[config.mk]
export PLATFORM = sky130hd
export DESIGN_NAME = ascending_chunk_size_schedule_top
export DESIGN_NICKNAME = d
export VERILOG_FILES = /design/src/rtl/core/acss_pkg.sv /design/src/rtl/core/ascending_chunk_size_schedule_top.sv /design/src/rtl/core/acss_fifo.sv /design/src/rtl/core/acss_front.sv /design/src/rtl/core/acss_div.sv
export SDC_FILE = /design/constraint.sdc
export NUM_CORES = 2
export LEC_CHECK = 0
export BUFFER_PORTS_ARGS = -buffer_cell sky130_fd_sc_hd__buf_2
export CAP_MARGIN = 20
export CORE_MARGIN = 2
export CORE_UTILIZATION = 30
export DETAILED_ROUTE_END_ITERATION = 12
export SYNTH_ARGS = -nofsm -noshare
export SYNTH_HDL_FRONTEND = slang
export SYNTH_HIERARCHICAL = 1
export SYNTH_SLANG_ARGS = --single-unit
[constraint.sdc]
create_clock -name clock -period 42.4 [get_ports clock]
set_input_delay 8.48 -clock clock [delete_from_list [all_inputs] [get_ports clock]]
set_output_delay 8.48 -clock clock [all_outputs]
set_load 0.05 [all_outputs]
[src/rtl/core/acss_pkg.sv]
// ----------------------------------------------------------------------------
// acss_pkg
// Shared types and constants of the ascending chunk size schedule.
// ----------------------------------------------------------------------------
package acss_pkg;

   localparam int IDX_W      = 32;
   localparam int BYTES_W    = 31;
   localparam int SPLIT_W    = 16;
   localparam int STEP_SHIFT = 23;
   localparam int M_W        = 23;
   localparam int QUO_W      = 31;
   localparam int CSR_ADDR_W = 2;
   localparam int CSR_DATA_W = 32;

   localparam int MID_DEPTH_DEF = 4;
   localparam int OUT_DEPTH_DEF = 2;

   // (max - step) / step
   localparam int CHUNK_MULT = (1 << (BYTES_W - 1 - STEP_SHIFT)) - 1;

   localparam logic [BYTES_W-1:0] MAX_CHUNK_BYTES = BYTES_W'(1 << (BYTES_W - 1));
   localparam logic [BYTES_W-1:0] DEFAULT_BYTES_RESET = BYTES_W'(32'h0100_0000);
   localparam logic [SPLIT_W-1:0] SPLIT_START_RESET = SPLIT_W'(0);
   localparam logic [SPLIT_W-1:0] SPLIT_END_RESET = SPLIT_W'(1);

   localparam logic [CSR_ADDR_W-1:0] CSR_DEFAULT_BYTES = CSR_ADDR_W'(0);
   localparam logic [CSR_ADDR_W-1:0] CSR_SPLIT_START   = CSR_ADDR_W'(1);
   localparam logic [CSR_ADDR_W-1:0] CSR_SPLIT_END     = CSR_ADDR_W'(2);

   typedef enum logic [1:0] {
      CLS_ERROR,
      CLS_LOW,
      CLS_HIGH,
      CLS_RANGE
   } cls_type;

   typedef struct packed {
      logic [BYTES_W-1:0] default_bytes;
      logic [SPLIT_W-1:0] split_start;
      logic [SPLIT_W-1:0] split_end;
   } cfg_type;

   typedef struct packed {
      cls_type            cls;
      logic [M_W-1:0]     mult;
      logic [SPLIT_W-1:0] span;
   } item_type;

   typedef struct packed {
      logic [BYTES_W-1:0] chunk_bytes;
      logic               config_error;
   } rsp_type;

endpackage

[src/rtl/core/ascending_chunk_size_schedule_top.sv]
// ----------------------------------------------------------------------------
// ascending_chunk_size_schedule_top
// Chunk size schedule: default size below the split range, maximum above it,
// a scaled and rounded size inside it; an error word on an empty range.
//
//   channel | direction | handshake            | payload
//   --------+-----------+----------------------+---------------------------------
//   req     | in        | req_push / req_full  | req_chunk_index
//   rsp     | out       | rsp_pop / rsp_empty  | rsp_chunk_bytes, rsp_config_error
//   csr     | in        | csr_valid / csr_ready| csr_index, csr_data
//
// One word per cycle while the result queue has room. After the input stage
// takes a word it passes the mid queue, divider load, 31 divider stages (one
// quotient bit per stage), result register and result queue.
// Reset is synchronous: queues and pipe valids clear, registers take defaults.
// While the result queue is full the divider pipe holds as a whole; the input
// stage keeps taking words until the mid queue fills.
// ----------------------------------------------------------------------------
module ascending_chunk_size_schedule_top
   import acss_pkg::*;
#(
   parameter int MID_DEPTH = MID_DEPTH_DEF,
   parameter int OUT_DEPTH = OUT_DEPTH_DEF
) (
   input  logic                  clock,
   input  logic                  reset,
   input  logic                  req_push,
   input  logic [IDX_W-1:0]      req_chunk_index,
   output logic                  req_full,
   input  logic                  rsp_pop,
   output logic                  rsp_empty,
   output logic [BYTES_W-1:0]    rsp_chunk_bytes,
   output logic                  rsp_config_error,
   input  logic                  csr_valid,
   output logic                  csr_ready,
   input  logic [CSR_ADDR_W-1:0] csr_index,
   input  logic [CSR_DATA_W-1:0] csr_data
);

   cfg_type                 cfg_ff, cfg_in;
   logic                    mid_push, mid_full, mid_empty, mid_pop;
   item_type                front_item, mid_item;
   logic [$bits(item_type)-1:0] mid_data;
   logic                    div_enable, div_out_valid, out_full, out_push;
   rsp_type                 div_rsp, rsp_word;
   logic [$bits(rsp_type)-1:0] rsp_data;

   assign csr_ready = 1'b1;

   always_comb begin
      cfg_in = cfg_ff;
      if (csr_valid && csr_ready) begin
         unique case (csr_index)
            CSR_DEFAULT_BYTES: cfg_in.default_bytes = csr_data[BYTES_W-1:0];
            CSR_SPLIT_START:   cfg_in.split_start   = csr_data[SPLIT_W-1:0];
            CSR_SPLIT_END:     cfg_in.split_end     = csr_data[SPLIT_W-1:0];
            default:           cfg_in = cfg_ff;
         endcase
      end
   end

   always_ff @(posedge clock) begin
      if (reset) begin
         cfg_ff.default_bytes <= DEFAULT_BYTES_RESET;
         cfg_ff.split_start   <= SPLIT_START_RESET;
         cfg_ff.split_end     <= SPLIT_END_RESET;
      end else begin
         cfg_ff <= cfg_in;
      end
   end

   acss_front u_front (
      .clock           (clock),
      .reset           (reset),
      .req_push        (req_push),
      .req_chunk_index (req_chunk_index),
      .req_full        (req_full),
      .cfg             (cfg_ff),
      .mid_push        (mid_push),
      .mid_item        (front_item),
      .mid_full        (mid_full)
   );

   acss_fifo #(
      .WIDTH ($bits(item_type)),
      .DEPTH (MID_DEPTH)
   ) u_mid_fifo (
      .clock     (clock),
      .reset     (reset),
      .push      (mid_push),
      .push_data (front_item),
      .full      (mid_full),
      .pop       (mid_pop),
      .pop_data  (mid_data),
      .empty     (mid_empty)
   );

   assign mid_item   = item_type'(mid_data);
   assign div_enable = !out_full;
   assign mid_pop    = !mid_empty && div_enable;
   assign out_push   = div_out_valid && !out_full;

   acss_div u_div (
      .clock         (clock),
      .reset         (reset),
      .enable        (div_enable),
      .in_valid      (!mid_empty),
      .in_item       (mid_item),
      .default_bytes (cfg_ff.default_bytes),
      .out_valid     (div_out_valid),
      .out_rsp       (div_rsp)
   );

   acss_fifo #(
      .WIDTH ($bits(rsp_type)),
      .DEPTH (OUT_DEPTH)
   ) u_out_fifo (
      .clock     (clock),
      .reset     (reset),
      .push      (out_push),
      .push_data (div_rsp),
      .full      (out_full),
      .pop       (rsp_pop),
      .pop_data  (rsp_data),
      .empty     (rsp_empty)
   );

   assign rsp_word         = rsp_type'(rsp_data);
   assign rsp_chunk_bytes  = rsp_word.chunk_bytes;
   assign rsp_config_error = rsp_word.config_error;

   a_error_zero : assert property (@(posedge clock) disable iff (reset)
      !rsp_empty |-> (!rsp_config_error || rsp_chunk_bytes == '0))
      else $error("error word with nonzero size");

endmodule

[src/rtl/core/acss_fifo.sv]
// ----------------------------------------------------------------------------
// acss_fifo
// Small register queue with count, used between front and back and on results.
// ----------------------------------------------------------------------------
module acss_fifo
   import acss_pkg::*;
#(
   parameter int WIDTH = $bits(rsp_type),
   parameter int DEPTH = OUT_DEPTH_DEF
) (
   input  logic             clock,
   input  logic             reset,
   input  logic             push,
   input  logic [WIDTH-1:0] push_data,
   output logic             full,
   input  logic             pop,
   output logic [WIDTH-1:0] pop_data,
   output logic             empty
);

   localparam int PTR_W = $clog2(DEPTH);
   localparam int CNT_W = $clog2(DEPTH + 1);

   logic [WIDTH-1:0] mem_ff [DEPTH];
   logic [PTR_W-1:0] wr_ptr_ff, wr_ptr_in;
   logic [PTR_W-1:0] rd_ptr_ff, rd_ptr_in;
   logic [CNT_W-1:0] count_ff, count_in;
   logic             do_push, do_pop;

   assign full     = (count_ff == CNT_W'(DEPTH));
   assign empty    = (count_ff == '0);
   assign do_push  = push && !full;
   assign do_pop   = pop && !empty;
   assign pop_data = mem_ff[rd_ptr_ff];

   always_comb begin
      wr_ptr_in = wr_ptr_ff;
      rd_ptr_in = rd_ptr_ff;
      count_in  = count_ff;
      if (do_push) begin
         wr_ptr_in = (wr_ptr_ff == PTR_W'(DEPTH - 1)) ? '0 : wr_ptr_ff + PTR_W'(1);
      end
      if (do_pop) begin
         rd_ptr_in = (rd_ptr_ff == PTR_W'(DEPTH - 1)) ? '0 : rd_ptr_ff + PTR_W'(1);
      end
      if (do_push && !do_pop) begin
         count_in = count_ff + CNT_W'(1);
      end else if (do_pop && !do_push) begin
         count_in = count_ff - CNT_W'(1);
      end
   end

   always_ff @(posedge clock) begin
      if (reset) begin
         wr_ptr_ff <= '0;
         rd_ptr_ff <= '0;
         count_ff  <= '0;
      end else begin
         wr_ptr_ff <= wr_ptr_in;
         rd_ptr_ff <= rd_ptr_in;
         count_ff  <= count_in;
      end
   end

   always_ff @(posedge clock) begin
      if (do_push) begin
         mem_ff[wr_ptr_ff] <= push_data;
      end
   end

   a_push_fills : assert property (@(posedge clock) disable iff (reset)
      (push && !full) |=> !empty)
      else $error("queue empty after accepted word");

endmodule

[src/rtl/core/acss_front.sv]
// ----------------------------------------------------------------------------
// acss_front
// Input stage: takes a chunk index, classifies it against the split range and
// forms the dividend multiplier and the span.
// ----------------------------------------------------------------------------
module acss_front
   import acss_pkg::*;
(
   input  logic             clock,
   input  logic             reset,
   input  logic             req_push,
   input  logic [IDX_W-1:0] req_chunk_index,
   output logic             req_full,
   input  cfg_type          cfg,
   output logic             mid_push,
   output item_type         mid_item,
   input  logic             mid_full
);

   logic                 valid_ff, valid_in;
   item_type             item_ff, item_in;
   logic                 accept, drain;
   logic [SPLIT_W:0]     count_n;
   logic [M_W:0]         mult_wide;

   assign drain    = valid_ff && !mid_full;
   assign req_full = valid_ff && mid_full;
   assign accept   = req_push && !req_full;
   assign valid_in = accept || (valid_ff && !drain);
   assign mid_push = valid_ff;
   assign mid_item = item_ff;

   always_comb begin
      count_n   = {1'b0, req_chunk_index[SPLIT_W-1:0]} - {1'b0, cfg.split_start}
                  + (SPLIT_W + 1)'(1);
      mult_wide = (M_W + 1)'(count_n) * (M_W + 1)'(CHUNK_MULT);
      item_in.mult = mult_wide[M_W-1:0];
      item_in.span = cfg.split_end - cfg.split_start;
      if (cfg.split_end <= cfg.split_start) begin
         item_in.cls = CLS_ERROR;
      end else if (req_chunk_index < IDX_W'(cfg.split_start)) begin
         item_in.cls = CLS_LOW;
      end else if (req_chunk_index > IDX_W'(cfg.split_end)) begin
         item_in.cls = CLS_HIGH;
      end else begin
         item_in.cls = CLS_RANGE;
      end
   end

   always_ff @(posedge clock) begin
      if (reset) begin
         valid_ff <= 1'b0;
      end else begin
         valid_ff <= valid_in;
      end
   end

   always_ff @(posedge clock) begin
      if (accept) begin
         item_ff <= item_in;
      end
   end

endmodule

[src/rtl/core/acss_div.sv]
// ----------------------------------------------------------------------------
// acss_div
// Back end: pipelined restoring divider, one quotient bit per stage, then
// floor and round-up to the step size. The whole pipe holds when enable is low.
// ----------------------------------------------------------------------------
module acss_div
   import acss_pkg::*;
(
   input  logic               clock,
   input  logic               reset,
   input  logic               enable,
   input  logic               in_valid,
   input  item_type           in_item,
   input  logic [BYTES_W-1:0] default_bytes,
   output logic               out_valid,
   output rsp_type            out_rsp
);

   localparam int DVD_W = M_W + STEP_SHIFT;
   localparam int HI_W  = QUO_W - STEP_SHIFT;

   logic               valid_ff [QUO_W+1];
   cls_type            cls_ff   [QUO_W+1];
   logic [SPLIT_W-1:0] span_ff  [QUO_W+1];
   logic [SPLIT_W-1:0] rem_ff   [QUO_W+1];
   logic [QUO_W-1:0]   num_ff   [QUO_W+1];
   logic [QUO_W-1:0]   quo_ff   [QUO_W+1];

   logic [DVD_W-1:0]   dividend;
   logic               out_valid_ff;
   rsp_type            out_rsp_ff, out_rsp_in;
   logic [QUO_W-1:0]   quo;
   logic [HI_W-1:0]    quo_hi_inc;
   logic [QUO_W-1:0]   quo_rounded;

   assign dividend = {in_item.mult, {STEP_SHIFT{1'b0}}};

   always_ff @(posedge clock) begin
      if (reset) begin
         valid_ff[0] <= 1'b0;
      end else if (enable) begin
         valid_ff[0] <= in_valid;
      end
   end

   always_ff @(posedge clock) begin
      if (enable) begin
         cls_ff[0]  <= in_item.cls;
         span_ff[0] <= in_item.span;
         rem_ff[0]  <= SPLIT_W'(dividend[DVD_W-1:QUO_W]);
         num_ff[0]  <= dividend[QUO_W-1:0];
         quo_ff[0]  <= '0;
      end
   end

   for (genvar k = 0; k < QUO_W; k++) begin : g_step
      logic [SPLIT_W:0] trial;
      logic [SPLIT_W:0] diff;
      logic             take;

      always_comb begin
         trial = {rem_ff[k], num_ff[k][QUO_W-1]};
         diff  = trial - {1'b0, span_ff[k]};
         take  = (trial >= {1'b0, span_ff[k]});
      end

      always_ff @(posedge clock) begin
         if (reset) begin
            valid_ff[k+1] <= 1'b0;
         end else if (enable) begin
            valid_ff[k+1] <= valid_ff[k];
         end
      end

      always_ff @(posedge clock) begin
         if (enable) begin
            cls_ff[k+1]  <= cls_ff[k];
            span_ff[k+1] <= span_ff[k];
            rem_ff[k+1]  <= take ? diff[SPLIT_W-1:0] : trial[SPLIT_W-1:0];
            num_ff[k+1]  <= {num_ff[k][QUO_W-2:0], 1'b0};
            quo_ff[k+1]  <= {quo_ff[k][QUO_W-2:0], take};
         end
      end
   end

   always_comb begin
      quo         = quo_ff[QUO_W];
      quo_hi_inc  = quo[QUO_W-1:STEP_SHIFT] + HI_W'(1);
      quo_rounded = (quo[STEP_SHIFT-1:0] != '0) ? {quo_hi_inc, {STEP_SHIFT{1'b0}}} : quo;
      out_rsp_in.config_error = 1'b0;
      unique case (cls_ff[QUO_W])
         CLS_ERROR: begin
            out_rsp_in.chunk_bytes  = '0;
            out_rsp_in.config_error = 1'b1;
         end
         CLS_LOW: begin
            out_rsp_in.chunk_bytes = default_bytes;
         end
         CLS_HIGH: begin
            out_rsp_in.chunk_bytes = MAX_CHUNK_BYTES;
         end
         CLS_RANGE: begin
            out_rsp_in.chunk_bytes = (quo <= default_bytes) ? default_bytes :
                                     BYTES_W'(quo_rounded);
         end
      endcase
   end

   always_ff @(posedge clock) begin
      if (reset) begin
         out_valid_ff <= 1'b0;
      end else if (enable) begin
         out_valid_ff <= valid_ff[QUO_W];
      end
   end

   always_ff @(posedge clock) begin
      if (enable) begin
         out_rsp_ff <= out_rsp_in;
      end
   end

   assign out_valid = out_valid_ff;
   assign out_rsp   = out_rsp_ff;

   a_hold_on_stall : assert property (@(posedge clock) disable iff (reset)
      (!enable && out_valid_ff) |=> (out_valid_ff && $stable(out_rsp_ff)))
      else $error("divider output changed while stalled");

   a_rem_below_span : assert property (@(posedge clock) disable iff (reset)
      (valid_ff[QUO_W] && cls_ff[QUO_W] == CLS_RANGE) |-> (rem_ff[QUO_W] < span_ff[QUO_W]))
      else $error("divider remainder not below span");

endmodule

==> results by group <==
Run status
  – Outcome: complete, no violations

Clock tree
  – Clock root cell: clkbuf_16
  – Clock input transition at the sequential cells of the worst setup and hold paths: 0.06 ns
  – Hold-fix buffers, CTS: 0
  – Inserted Clock Buffers: 214
  – Clk sinks: 1,999
  – # resized after CTS: 0
  – H-tree Lvls: 4
  – CTS Buffer Depth: 4
  – Worst skew pair latency: 0.88 ns
  – CTS tree: yes
  – Setup Fix Bufs, Post-CTS: 0

Place
  – Post-Place Worst Slack: 26.84 ns
  – Port buffer count: 103
  – HPWL Detailed: 146,000 µm
  – Final GP Congestion: 0.897

Timing
  – Tmin final: 14.74 ns
  – RSZ-0062 raised after global routing: no
  – Setup TNS: 0 ns
  – Period utilisation layout: 34.8%
  – Final Setup Violations: 0
  – Worst slew pin tran: 1.07 ns
  – Max-slew headroom at the worst pin: 28.5%
  – Highest Clock Rate: 0.0678 GHz
  – Final WS setup: 27.66 ns
  – Final Hold Vio Count: 0
  – Slew Limit Fails: 0
  – Worst Skew: 0.103 ns

Logic synthesis
  – Top cell type's share of synthesized area: 57.9%
  – Post-synthesis mux area share: 4.89%
  – Synth cell count leaders: edfxtp_1 (1,920), inv_1 (825), ha_1 (646)
  – Post-Syn Area: 99,600 µm²
  – Synth Area in Simple Gates: 8.20%
  – Post-synthesis compound-gate area fraction: 10.5%
  – Post-synth top area cell: edfxtp_1
  – Count leader, synth: edfxtp_1
  – Yosys warning count: 6
  – Mapped Cells: 7,681
  – Avg Inst Size Synth: 13.0 µm²
  – Sequential-to-total area share from yosys stat: 59.5%
  – Post-synth EDFFs: 1,920
  – Most common flop cell mapped by yosys: edfxtp_1
  – Post-Synth XOR/XNOR Area: 3.17%
  – Synth top area cells: edfxtp_1 (58%), ha_1 (8.1%), inv_1 (3.1%)
  – Post-Synth Adder-Cell Area: 9.91%
  – Post-synth cell types: 109
  – #FFs+latches synth: 1,999
  – Async set-reset flop share out of synthesis: 0%
  – Largest family of logic cells by synthesized area: compound AO/OA/AOI/OAI gates
  – Syn_nets: 8,487

Route
  – DRT iter0 DRCs: 4,140
  – DRT Pass-1 Iters: 6
  – Post-DR wirelength/cell: 16.4 µm
  – Total number of vias: 60.0k
  – Post-route DRC: 0
  – Routed WL: 205,000 µm
  – Remaining antenna violation count after routing: 0
  – Via-per-instance ratio: 4.82

GRT
  – Maximum number of pins on one net before global-route repair: 178
  – Global route overflow: 0
  – First-pass GRT wire length: 324,000 µm
  – Overall routing resource usage: 11.8%
  – Vias in the first global route: 59.8k
  – Initial antenna violation count: 13

Final layout
  – Final core occ: 34.1%
  – Layout cells sized above 1: 10.8%
  – Fin nets: 8,724
  – Layout area overhead: 13.1%

Die
  – Die area: 337,000 µm²
  – IO Count: 106
  – Num rows: 211
  – CORE AREA: 331,000 µm²
  – Starting density of the core: 30.1%
  – Die width: 580 µm
  – Die Span Y: 580 µm

Flow run
  – Max-cap violations: 0

Hold path
  – Min-delay worst type: flip-flop to flip-flop

Worst setup path
  – Crit start category: primary input
  – Kind of critical path: primary input to flip-flop
  – Crit path required time: 42.98 ns
  – Crit path max fanout: 6
  – Arrival @ worst endpoint: 15.33 ns
  – Crit end category: flip-flop
[stage by stage]
stage	cell area, µm²	cells	hold WS (ns)
3_3_place_gp	105000	12063	0.401
6_report	113000	12457	0.349
3_5_place_dp	105000	12065	0.405
4_1_cts	113000	12453	0.343
2_1_floorplan	99600	7681	0.400
5_1_grt	113000	12456	0.342
[critical path, cell delays in order]
cell and delay (ns):
buf_2 0.14, inv_1 0.06, ha_1 0.30, inv_1 0.06, ha_1 0.17, inv_1 0.06, fa_1 0.46, o21bai_2 0.24
a2111oi_4 0.12, o41ai_2 0.50, xor2_1 0.59, inv_2 0.12, fa_1 0.55, inv_1 0.09, fa_1 0.49, inv_1 0.05
fa_1 0.51, inv_1 0.06, fa_1 0.46, ha_1 0.38, and2_1 0.16, and3_1 0.23, nand2_1 0.10, or3_1 0.43
and2_1 0.20, o311ai_1 0.31
[kinds of logic (layout without fill, tap and decap cells)]
family	after synthesis	after routing
buffers and inverters	977	1386
muxes	400	400
other	1	2
xor gates and xnor gates	359	359
and+or+nand+nor	1621	1621
adders and majority gates	736	736
AOI/OAI and AO/OA	1588	1588
DFF	1999	1999
[per-layer routing]
| layer | vias to the layer above | global-route usage [%] | wire (µm) |
|---|---|---|---|
| met3 | 362 | 1.57 | 8170 |
| met4 | 2 | 3.44 | 5390 |
| met5 | - | 0 | 12 |
| li1 | 28917 | - | - |
| met2 | 1245 | 20.1 | 98800 |
| met1 | 29492 | 15.5 | 92400 |
[cells in the final DEF, fill, tap and decap left out, types with 36 or more instances in the layout]
cell type,instances
edfxtp_1,1920
mux2i_1,95
a21oi_1,419
o31ai_1,40
clkinv_2,50
fa_1,89
nor2b_1,109
nor4b_1,43
inv_1,824
nand4_1,60
a211oi_1,65
xnor2_1,242
a21o_1,99
nor2_1,476
ha_1,646
nor3_1,97
buf_2,103
dfxtp_1,77
mux2_2,250
o21ai_0,356
a31oi_1,83
o31a_1,53
nand3_1,112
nand2b_1,133
mux4_2,41
and3_1,61
nand2_1,313
clkinv_1,36
o21a_1,168
clkbuf_16,215
and2_1,85
buf_4,57
xor2_1,115
a2111oi_0,45
[layout make-up]
class                   count  area (µm²)
fillers                 31802      218000
flip-flops and latches   1999       59200
clock buffers             235        5460
multi-input cells        4705       36600
inverters                 832        3150
diodes                      1        2.50
clock inverters           153        1740
repair buffers            166        1060
well taps                4366        5460
[flip-flops by register name, indices dropped and copies added, names as in the netlist, named ones only]
name,flops
u_out_fifo/mem_ff,64
u_div/rem_ff,495
u_div/out_rsp,32
u_div/num_ff,36
u_div/cls_ff,64
u_out_fifo/wr_ptr_ff,1
u_div/valid_ff,32
u_mid_fifo/count_ff,3
u_out_fifo/rd_ptr_ff,1
u_div/quo_ff,496
u_out_fifo/count_ff,2
u_div/out_valid,1
u_mid_fifo/rd_ptr_ff,2
u_front/mid_item,41
u_front/mid_push,1
u_mid_fifo/mem_ff,164
cfg_ff,63
u_div/span_ff,496
u_mid_fifo/wr_ptr_ff,2
[final timing paths]
| check | endpoint | from | slack [ns] | cells after the start |
|---|---|---|---|---|
| setup / recovery | u_front/mid_item[34] | req_chunk_index[1] | 27.66 | 26 |
| setup reg to reg | u_front/mid_item[34] | cfg_ff[17] | 35.09 | 24 |
| hold / removal | u_div/quo_ff[2][201] | u_div/quo_ff[2][169] | 0.35 | 0 |
| hold reg to reg | u_div/quo_ff[2][201] | u_div/quo_ff[2][169] | 0.35 | 0 |
Power is left out: the tool's default activity adds up to more than one toggle a clock period on the data nets, which glitch-free logic cannot reach.
